[config.mk]
export PLATFORM = sky130hd
export DESIGN_NAME = pooled_linked_list_engine
export DESIGN_NICKNAME = d
export VERILOG_FILES = /design/src/pll_pkg.sv /design/src/pooled_linked_list_engine.sv /design/src/pll_node_ram.sv /design/src/pll_ctrl.sv
export SDC_FILE = /design/constraint.sdc
export NUM_CORES = 1
export LEC_CHECK = 0
export BUFFER_PORTS_ARGS = -buffer_cell sky130_fd_sc_hd__buf_2
export CAP_MARGIN = 10
export CORE_UTILIZATION = 56
export CTS_CLUSTER_DIAMETER = 120
export CTS_CLUSTER_SIZE = 28
export DETAILED_ROUTE_END_ITERATION = 8
export PLACE_DENSITY_LB_ADDON = 0.05
export SLEW_MARGIN = 40
export SYNTH_ARGS = -nofsm -noshare
export SYNTH_HDL_FRONTEND = slang
export SYNTH_HIERARCHICAL = 1
export SYNTH_SLANG_ARGS = --single-unit
[constraint.sdc]
create_clock -name clk -period 4.15 [get_ports clk]
set_clock_uncertainty 0.05 [all_clocks]
set_input_delay 0.83 -clock clk [delete_from_list [all_inputs] [get_ports clk]]
set_output_delay 0.83 -clock clk [all_outputs]
set_load 0.005 [all_outputs]
[src/pll_pkg.sv]
// Shared constants, codes and types of the pooled linked-list engine.
package pll_pkg;

	localparam int POOL_NODES = 64;
	localparam int DATA_WIDTH = 32;
	localparam int ADDR_W     = $clog2(POOL_NODES);
	localparam int LINK_W     = ADDR_W + 1;
	localparam int POS_W      = 7;
	localparam int COUNT_W    = 7;
	localparam int STATUS_W   = 2;
	localparam int CMP_W      = (LINK_W > POS_W) ? LINK_W : POS_W;

	localparam logic [LINK_W-1:0] NULL_LINK = LINK_W'(POOL_NODES);
	localparam logic [ADDR_W-1:0] LAST_ADDR = ADDR_W'(POOL_NODES - 1);

	localparam logic REQ_INSERT = 1'b0;
	localparam logic REQ_REMOVE = 1'b1;

	localparam logic [STATUS_W-1:0] ST_DONE  = 2'd0;
	localparam logic [STATUS_W-1:0] ST_RANGE = 2'd1;
	localparam logic [STATUS_W-1:0] ST_FULL  = 2'd2;

	typedef enum logic [3:0] {
		S_INIT,
		S_IDLE,
		S_FREE_WB,
		S_WALK,
		S_INS_LINK,
		S_INS_PRED,
		S_REM_VIC,
		S_REM_NEXT,
		S_REM_FREE,
		S_DONE
	} state_t;

	typedef struct packed {
		logic                  rd_en;
		logic [ADDR_W-1:0]     rd_addr;
		logic                  lk_we;
		logic [ADDR_W-1:0]     lk_addr;
		logic [LINK_W-1:0]     lk_wdata;
		logic                  dt_we;
		logic [ADDR_W-1:0]     dt_addr;
		logic [DATA_WIDTH-1:0] dt_wdata;
	} ram_req_t;

	typedef struct packed {
		logic                valid;
		logic [STATUS_W-1:0] status;
		logic [LINK_W-1:0]   count;
	} res_t;

	// Any link at or above the pool size reads as null.
	function automatic logic [LINK_W-1:0] link_clamp(input logic [LINK_W-1:0] v);
		return (v >= NULL_LINK) ? NULL_LINK : v;
	endfunction

endpackage

[src/pooled_linked_list_engine.sv]
// Top level of the pooled linked-list engine: stream ports, sequencer, pool, result register.
// Flow: a rejected request goes straight to its result; a request at position 0 works at the
//   head without a walk, and a request at position p >= 1 first walks the list, hopping
//   one link per cycle through the link memory.
// Throughput: one request at a time; s_tready is low until the previous result is passed on.
// Reset: arst_n clears control state; afterwards a pass over every pool entry rebuilds the
//   free chain in the link memory, with s_tready low until it ends.
module pooled_linked_list_engine import pll_pkg::*; (
	input  logic        clk,
	input  logic        arst_n,
	input  logic        s_tvalid,
	output logic        s_tready,
	input  logic [39:0] s_tdata,  // position[6:0], data_value[38:7], zero pad[39]
	input  logic [0:0]  s_tuser,  // req_type[0]
	output logic        m_tvalid,
	input  logic        m_tready,
	output logic [15:0] m_tdata   // status[1:0], element_count[8:2], is_empty[9], zero[15:10]
);

	ram_req_t          ram;
	res_t              res;
	logic [LINK_W-1:0] rd_link;
	logic              slot_free;

	logic                out_valid_q;
	logic [STATUS_W-1:0] out_status_q;
	logic [COUNT_W-1:0]  out_count_q;
	logic                out_empty_q;

	// the result register frees up when empty or drained this cycle
	assign slot_free = !out_valid_q || m_tready;

	pll_ctrl u_ctrl (
		.clk       (clk),
		.arst_n    (arst_n),
		.in_valid  (s_tvalid),
		.in_ready  (s_tready),
		.in_type   (s_tuser[0]),
		.in_pos    (s_tdata[POS_W-1:0]),
		.in_data   (s_tdata[POS_W +: DATA_WIDTH]),
		.slot_free (slot_free),
		.res       (res),
		.ram       (ram),
		.rd_link   (rd_link)
	);

	pll_node_ram u_ram (
		.clk     (clk),
		.req     (ram),
		.rd_link (rd_link)
	);

	// hold the result word until the sink takes it
	always_ff @(posedge clk or negedge arst_n) begin
		if (!arst_n) begin
			out_valid_q <= 1'b0;
		end else if (res.valid) begin
			out_valid_q <= 1'b1;
		end else if (m_tready) begin
			out_valid_q <= 1'b0;
		end
	end

	always_ff @(posedge clk) begin
		if (res.valid) begin
			out_status_q <= res.status;
			out_count_q  <= COUNT_W'(res.count);
			out_empty_q  <= (res.count == '0);
		end
	end

	assign m_tvalid = out_valid_q;
	assign m_tdata  = {6'd0, out_empty_q, out_count_q, out_status_q};

endmodule

[src/pll_node_ram.sv]
// Node pool storage: next-link memory and data memory, registered read of the link memory.
module pll_node_ram import pll_pkg::*; (
	input  logic              clk,
	input  ram_req_t          req,
	output logic [LINK_W-1:0] rd_link
);

	logic [LINK_W-1:0]     link_mem [POOL_NODES];
	logic [DATA_WIDTH-1:0] data_mem [POOL_NODES];

	always_ff @(posedge clk) begin
		if (req.lk_we) begin
			link_mem[req.lk_addr] <= req.lk_wdata;
		end
		if (req.rd_en) begin
			rd_link <= link_mem[req.rd_addr];
		end
	end

	always_ff @(posedge clk) begin
		if (req.dt_we) begin
			data_mem[req.dt_addr] <= req.dt_wdata;
		end
	end

endmodule

[src/pll_ctrl.sv]
// Request sequencer: range checks, link walk and read-modify-write of the node pool.
module pll_ctrl import pll_pkg::*; (
	input  logic                  clk,
	input  logic                  arst_n,
	input  logic                  in_valid,
	output logic                  in_ready,
	input  logic                  in_type,
	input  logic [POS_W-1:0]      in_pos,
	input  logic [DATA_WIDTH-1:0] in_data,
	input  logic                  slot_free,
	output res_t                  res,
	output ram_req_t              ram,
	input  logic [LINK_W-1:0]     rd_link
);

	state_t                state_q, state_d;
	logic [ADDR_W-1:0]     init_q, init_d;
	logic                  type_q, type_d;
	logic [POS_W-1:0]      pos_q, pos_d;
	logic [DATA_WIDTH-1:0] data_q, data_d;
	logic [LINK_W-1:0]     head_q, head_d;
	logic [LINK_W-1:0]     free_q, free_d;
	logic [LINK_W-1:0]     count_q, count_d;
	logic [LINK_W-1:0]     free_next_q, free_next_d;
	logic [LINK_W-1:0]     cur_q, cur_d;
	logic [LINK_W-1:0]     hops_q, hops_d;
	logic                  pend_q, pend_d;
	logic [LINK_W-1:0]     pred_q, pred_d;
	logic [LINK_W-1:0]     victim_q, victim_d;
	logic [STATUS_W-1:0]   status_q, status_d;

	logic [LINK_W-1:0] rd_clamp;
	logic [LINK_W-1:0] rd_val;
	logic [LINK_W-1:0] cur_sel;
	logic [LINK_W-1:0] victim_sel;
	logic [CMP_W-1:0]  pos_ext;
	logic [CMP_W-1:0]  cnt_ext;

	assign rd_clamp   = link_clamp(rd_link);
	assign rd_val     = pend_q ? rd_clamp : NULL_LINK;
	assign cur_sel    = pend_q ? rd_clamp : cur_q;
	assign victim_sel = (pos_q == '0) ? head_q : rd_val;
	assign pos_ext    = CMP_W'(in_pos);
	assign cnt_ext    = CMP_W'(count_q);

	always_ff @(posedge clk or negedge arst_n) begin
		if (!arst_n) begin
			state_q <= S_INIT;
			init_q  <= '0;
			head_q  <= NULL_LINK;
			free_q  <= '0;
			count_q <= '0;
			pend_q  <= 1'b0;
		end else begin
			state_q <= state_d;
			init_q  <= init_d;
			head_q  <= head_d;
			free_q  <= free_d;
			count_q <= count_d;
			pend_q  <= pend_d;
		end
	end

	always_ff @(posedge clk) begin
		type_q      <= type_d;
		pos_q       <= pos_d;
		data_q      <= data_d;
		free_next_q <= free_next_d;
		cur_q       <= cur_d;
		hops_q      <= hops_d;
		pred_q      <= pred_d;
		victim_q    <= victim_d;
		status_q    <= status_d;
	end

	always_comb begin
		state_d     = state_q;
		init_d      = init_q;
		type_d      = type_q;
		pos_d       = pos_q;
		data_d      = data_q;
		head_d      = head_q;
		free_d      = free_q;
		count_d     = count_q;
		free_next_d = free_next_q;
		cur_d       = cur_q;
		hops_d      = hops_q;
		pend_d      = 1'b0;
		pred_d      = pred_q;
		victim_d    = victim_q;
		status_d    = status_q;
		in_ready    = 1'b0;
		res.valid   = 1'b0;
		res.status  = status_q;
		res.count   = count_q;
		ram         = '0;

		case (state_q)
			S_INIT: begin
				// fill the pool free chain: entry i points to i + 1
				ram.lk_we    = 1'b1;
				ram.lk_addr  = init_q;
				ram.lk_wdata = LINK_W'(init_q) + 1'b1;
				ram.dt_we    = 1'b1;
				ram.dt_addr  = init_q;
				ram.dt_wdata = '0;
				init_d       = init_q + 1'b1;
				if (init_q == LAST_ADDR) begin
					state_d = S_IDLE;
				end
			end
			S_IDLE: begin
				in_ready = 1'b1;
				if (in_valid) begin
					type_d      = in_type;
					pos_d       = in_pos;
					data_d      = in_data;
					cur_d       = head_q;
					hops_d      = LINK_W'(in_pos - 1'b1);
					status_d    = ST_DONE;
					// fetch the free-chain successor right away
					ram.rd_en   = 1'b1;
					ram.rd_addr = free_q[ADDR_W-1:0];
					if (in_type == REQ_INSERT) begin
						if (pos_ext > cnt_ext) begin
							status_d = ST_RANGE;
							state_d  = S_DONE;
						end else if (free_q >= NULL_LINK) begin
							status_d = ST_FULL;
							state_d  = S_DONE;
						end else begin
							state_d = S_FREE_WB;
						end
					end else begin
						if (pos_ext >= cnt_ext) begin
							status_d = ST_RANGE;
							state_d  = S_DONE;
						end else if (in_pos == '0) begin
							state_d = S_REM_VIC;
						end else begin
							state_d = S_WALK;
						end
					end
				end
			end
			S_FREE_WB: begin
				free_next_d  = rd_clamp;
				ram.dt_we    = 1'b1;
				ram.dt_addr  = free_q[ADDR_W-1:0];
				ram.dt_wdata = data_q;
				if (pos_q == '0) begin
					ram.lk_we    = 1'b1;
					ram.lk_addr  = free_q[ADDR_W-1:0];
					ram.lk_wdata = head_q;
					head_d       = free_q;
					free_d       = rd_clamp;
					count_d      = count_q + 1'b1;
					state_d      = S_DONE;
				end else begin
					cur_d   = head_q;
					state_d = S_WALK;
				end
			end
			S_WALK: begin
				ram.rd_addr = cur_sel[ADDR_W-1:0];
				ram.rd_en   = (cur_sel != NULL_LINK);
				pend_d      = (cur_sel != NULL_LINK);
				if (hops_q == '0) begin
					pred_d  = cur_sel;
					state_d = (type_q == REQ_INSERT) ? S_INS_LINK : S_REM_VIC;
				end else begin
					cur_d  = cur_sel;
					hops_d = hops_q - 1'b1;
				end
			end
			S_INS_LINK: begin
				ram.lk_we    = 1'b1;
				ram.lk_addr  = free_q[ADDR_W-1:0];
				ram.lk_wdata = rd_val;
				state_d      = S_INS_PRED;
			end
			S_INS_PRED: begin
				ram.lk_we    = (pred_q != NULL_LINK);
				ram.lk_addr  = pred_q[ADDR_W-1:0];
				ram.lk_wdata = free_q;
				free_d       = free_next_q;
				count_d      = count_q + 1'b1;
				state_d      = S_DONE;
			end
			S_REM_VIC: begin
				victim_d    = victim_sel;
				ram.rd_en   = (victim_sel != NULL_LINK);
				ram.rd_addr = victim_sel[ADDR_W-1:0];
				pend_d      = (victim_sel != NULL_LINK);
				state_d     = S_REM_NEXT;
			end
			S_REM_NEXT: begin
				if (pos_q == '0) begin
					head_d = rd_val;
				end else begin
					ram.lk_we    = (pred_q != NULL_LINK);
					ram.lk_addr  = pred_q[ADDR_W-1:0];
					ram.lk_wdata = rd_val;
				end
				state_d = S_REM_FREE;
			end
			S_REM_FREE: begin
				if (victim_q != NULL_LINK) begin
					ram.lk_we    = 1'b1;
					ram.lk_addr  = victim_q[ADDR_W-1:0];
					ram.lk_wdata = free_q;
					free_d       = victim_q;
				end
				count_d = count_q - 1'b1;
				state_d = S_DONE;
			end
			S_DONE: begin
				if (slot_free) begin
					res.valid = 1'b1;
					state_d   = S_IDLE;
				end
			end
			default: begin
				state_d = S_IDLE;
			end
		endcase
	end

	a_count_bound: assert property (@(posedge clk) disable iff (!arst_n)
		count_q <= LINK_W'(POOL_NODES))
		else $error("list count above pool size");

	a_empty_head: assert property (@(posedge clk) disable iff (!arst_n)
		(count_q == '0) |-> (head_q == NULL_LINK))
		else $error("empty list with a live head");

	a_walk_step: assert property (@(posedge clk) disable iff (!arst_n)
		(state_q == S_WALK && hops_q != '0) |=> (hops_q == $past(hops_q) - 1'b1))
		else $error("walk hop counter did not advance");

	a_insert_count: assert property (@(posedge clk) disable iff (!arst_n)
		(state_q == S_INS_PRED) |=> (count_q == $past(count_q) + 1'b1))
		else $error("insert did not grow the list");

endmodule
==> impl_metrics.toml <==
[run_status]
status = "complete, no violations"

[sta]
tns_ps = 0
max-slew-margin-rel_pct = 44.8
min_period_ps = 3940
min_period_over_period_pct = 95.0
fmax_ghz = 0.254
maxSlewViolCount = 0
setup_viol = 0
rsz0062_at_grt = "false"
timing.final.ws_setup_ps = 207
worst_slew_pin_slew_ps = 825
finalHoldViolCount = 0

[global_route]
grt_max_degree = 65
grt_pass1_wl_um = 77700
gr-total-overflow = 0
first_global_vias = 12400
antenna_found_initial = 0
grt_util_all_layers_pct = 25.6

[floorplan]
die_h_um = 203
ioPinCount = 63
core_area_um2 = 39900
die-area_um2 = 41400
rows = 73
start_util_pct = 57.0
die_w_um = 203

[cts]
post_cts_buffers = 0
cts_buffer_depth = 3
cts-buffers-inserted = 23
cts_tree = "built"
ctsResizeCount = 0
ctsHoldBuffers = 0
clock_sinks = 543
cts_root_buf = "clkbuf_16"
insertion_delay_ps = 580
cts.clk_slew.worst_paths_ps = 110
htreeDepth = 1

[layout]
fillers = 2826
final_nets = 1496
drive_above_1_share_pct = 22.9
antenna_cells = 0
area_growth_pct = 10.1
postLayoutCellArea_um2 = 25000

[detailed_routing]
antenna_left = 0
finalWirelength_um = 51500
wl_per_cell_um = 26.0
num_vias = 12400
route.met2.wl_um = 25300
initialDrtViolationCount = 1279
wl_met1_um = 21300
dr.pass1.iters = 5
top_layer = "met4"
wl_met3_um = 3360
drc_errors = 0
post_drt_via_cell_ratio = 6.27

[setup_path]
cp_cell_sequence = "nor4_2 -> and2_1 -> nand2_1 -> o21ai_0 -> a221o_4 -> buf_12 -> buf_4 -> mux4_2 -> mux2i_1 -> a211oi_1 -> a22o_1"
reg2reg_slack_ps = 210
r2r-start = "u_ctrl/pos_q[3]$_DFFE_PP_"
critPathMaxFanout = 32
arrival_ps = 4220
cpMaxStageDelayCell = "mux4_2"
critPathCaptureType = "register"
worst_path_largest_cell_delay_ps = 510
cp-start-kind = "register"
criticalPathCategory = "register to register"
reg2reg_depth = 11
r2r_end = "u_ram/rd_link[3]$_DFFE_PP_"
required_ps = 4430

[power]
peakVddDrop_mv = 0.447
pwr_density_cell_nw_per_um2 = 560
p_leak_uw = 0.00814

[yosys]
avgSynthCellArea_um2 = 17.2
synth_warnings = 6
synthCells = 1322
syn-cell-area_um2 = 22700

[placement]
gp_congestion = 0.886
pre_cts_slack_ps = 282
dpl_cell_area_um2 = 24400
dp.final_hpwl_um = 34300
port_buffers = 23

[flow_run]
maxCapViolations = 0

[hold_path]
hold_path_class = "primary input to async pin"
state kept, by name, summed over array words and instances (netlist names):
name / flops
m_tvalid: 1
u_ctrl/free_q: 7
u_ram/rd_link: 7
u_ctrl/type_q: 1
out_count_q: 7
u_ctrl/victim_q: 7
u_ctrl/free_next_q: 7
u_ctrl/cnt_ext: 7
u_ctrl/init_q: 6
u_ctrl/status_q: 2
u_ctrl/cur_q: 7
u_ram/link_mem: 448
u_ctrl/pred_q: 7
out_empty_q: 1
u_ctrl/pend_q: 1
u_ctrl/head_q: 7
out_status_q: 2
u_ctrl/pos_q: 7
u_ctrl/state_q: 4
u_ctrl/hops_q: 7
area by class of cell:
cell class	count	area [µm²]	share of cell area, %
Clock buffer	40	639	2.55
Clock inverter	2	28.8	0.115
Inverter	22	82.6	0.330
Multi-Input combinational cell	684	6230	24.9
Sequential cell	543	16100	64.5
Tap cell	525	657	2.62
Timing Repair Buffer	162	1260	5.05
layer usage:
metal	track usage, %	vias up
li1	-	5501
met1	36.5	6383
met2	42.3	440
met3	2.81	79
met4	7.36	0
met5	0	-
how the worst max path moves through the flow:
stage	start	endpoint	slack, ps	depth (start not counted)
after global placement	u_ctrl/pos_q[3]$_DFFE_PP_	u_ram/rd_link[1]$_DFFE_PP_	370	11
after floorplan	u_ctrl/state_q[3]$_DFFE_PN0P_	u_ram/link_mem[0][0]$_DFFE_PP_	-230	5
final	u_ctrl/pos_q[3]$_DFFE_PP_	u_ram/rd_link[3]$_DFFE_PP_	210	11
after detailed placement	u_ctrl/pos_q[3]$_DFFE_PP_	u_ram/rd_link[3]$_DFFE_PP_	280	11
after CTS	u_ctrl/pos_q[3]$_DFFE_PP_	u_ram/rd_link[3]$_DFFE_PP_	260	11
after global routing	u_ctrl/pos_q[3]$_DFFE_PP_	u_ram/rd_link[3]$_DFFE_PP_	40	11
worst max-delay path, delay by kind of cell, from the launching register on:
kind | cells | cell delay [ps]
buffers and inverters | 2 | 530
AOI/OAI and AO/OA | 4 | 940
muxes | 2 | 830
DFF | 1 | 390
and+or+nand+nor | 3 | 950
stage by stage:
stage | hold slack (ps) | utilization, % | instances | total power [µW]
2_1_floorplan | 350 | - | 1327 | 9930
3_3_place_gp | 353 | 60.9 | 1934 | 11300
3_5_place_dp | 357 | 61.0 | 1936 | 11500
4_1_cts | 158 | 62.7 | 1978 | 14100
5_1_grt | 169 | 62.7 | 1978 | 14600
6_report | 158 | 62.7 | 1978 | 14000
power by group:
group	internal, µW	leakage [µW]	switching [µW]
Combinational	1670	0.00273	2570
Sequential	6810	0.00509	294
Clock	1080	0.000318	1600
Total	9560	0.00814	4470
cells in the final DEF (no fill, tap or decap), drive strengths merged, types with 7 or more instances in the layout:
cell type	count
a211oi	7
a21o	9
a21oi	36
a221o	7
a222oi	11
a22o	10
a22oi	10
and2	8
buf	162
clkbuf	40
dfrtp	32
edfxtp	510
ha	14
inv	24
mux2i	22
mux4	112
nand2	68
nand2b	13
nand3	19
nand3b	7
nor2	105
nor2b	16
nor3	22
nor4b	7
o21ai	56
o221ai	9
o22ai	15
o31ai	9
xnor2	10
xor2	11
(Power assumes the default switching activity.)
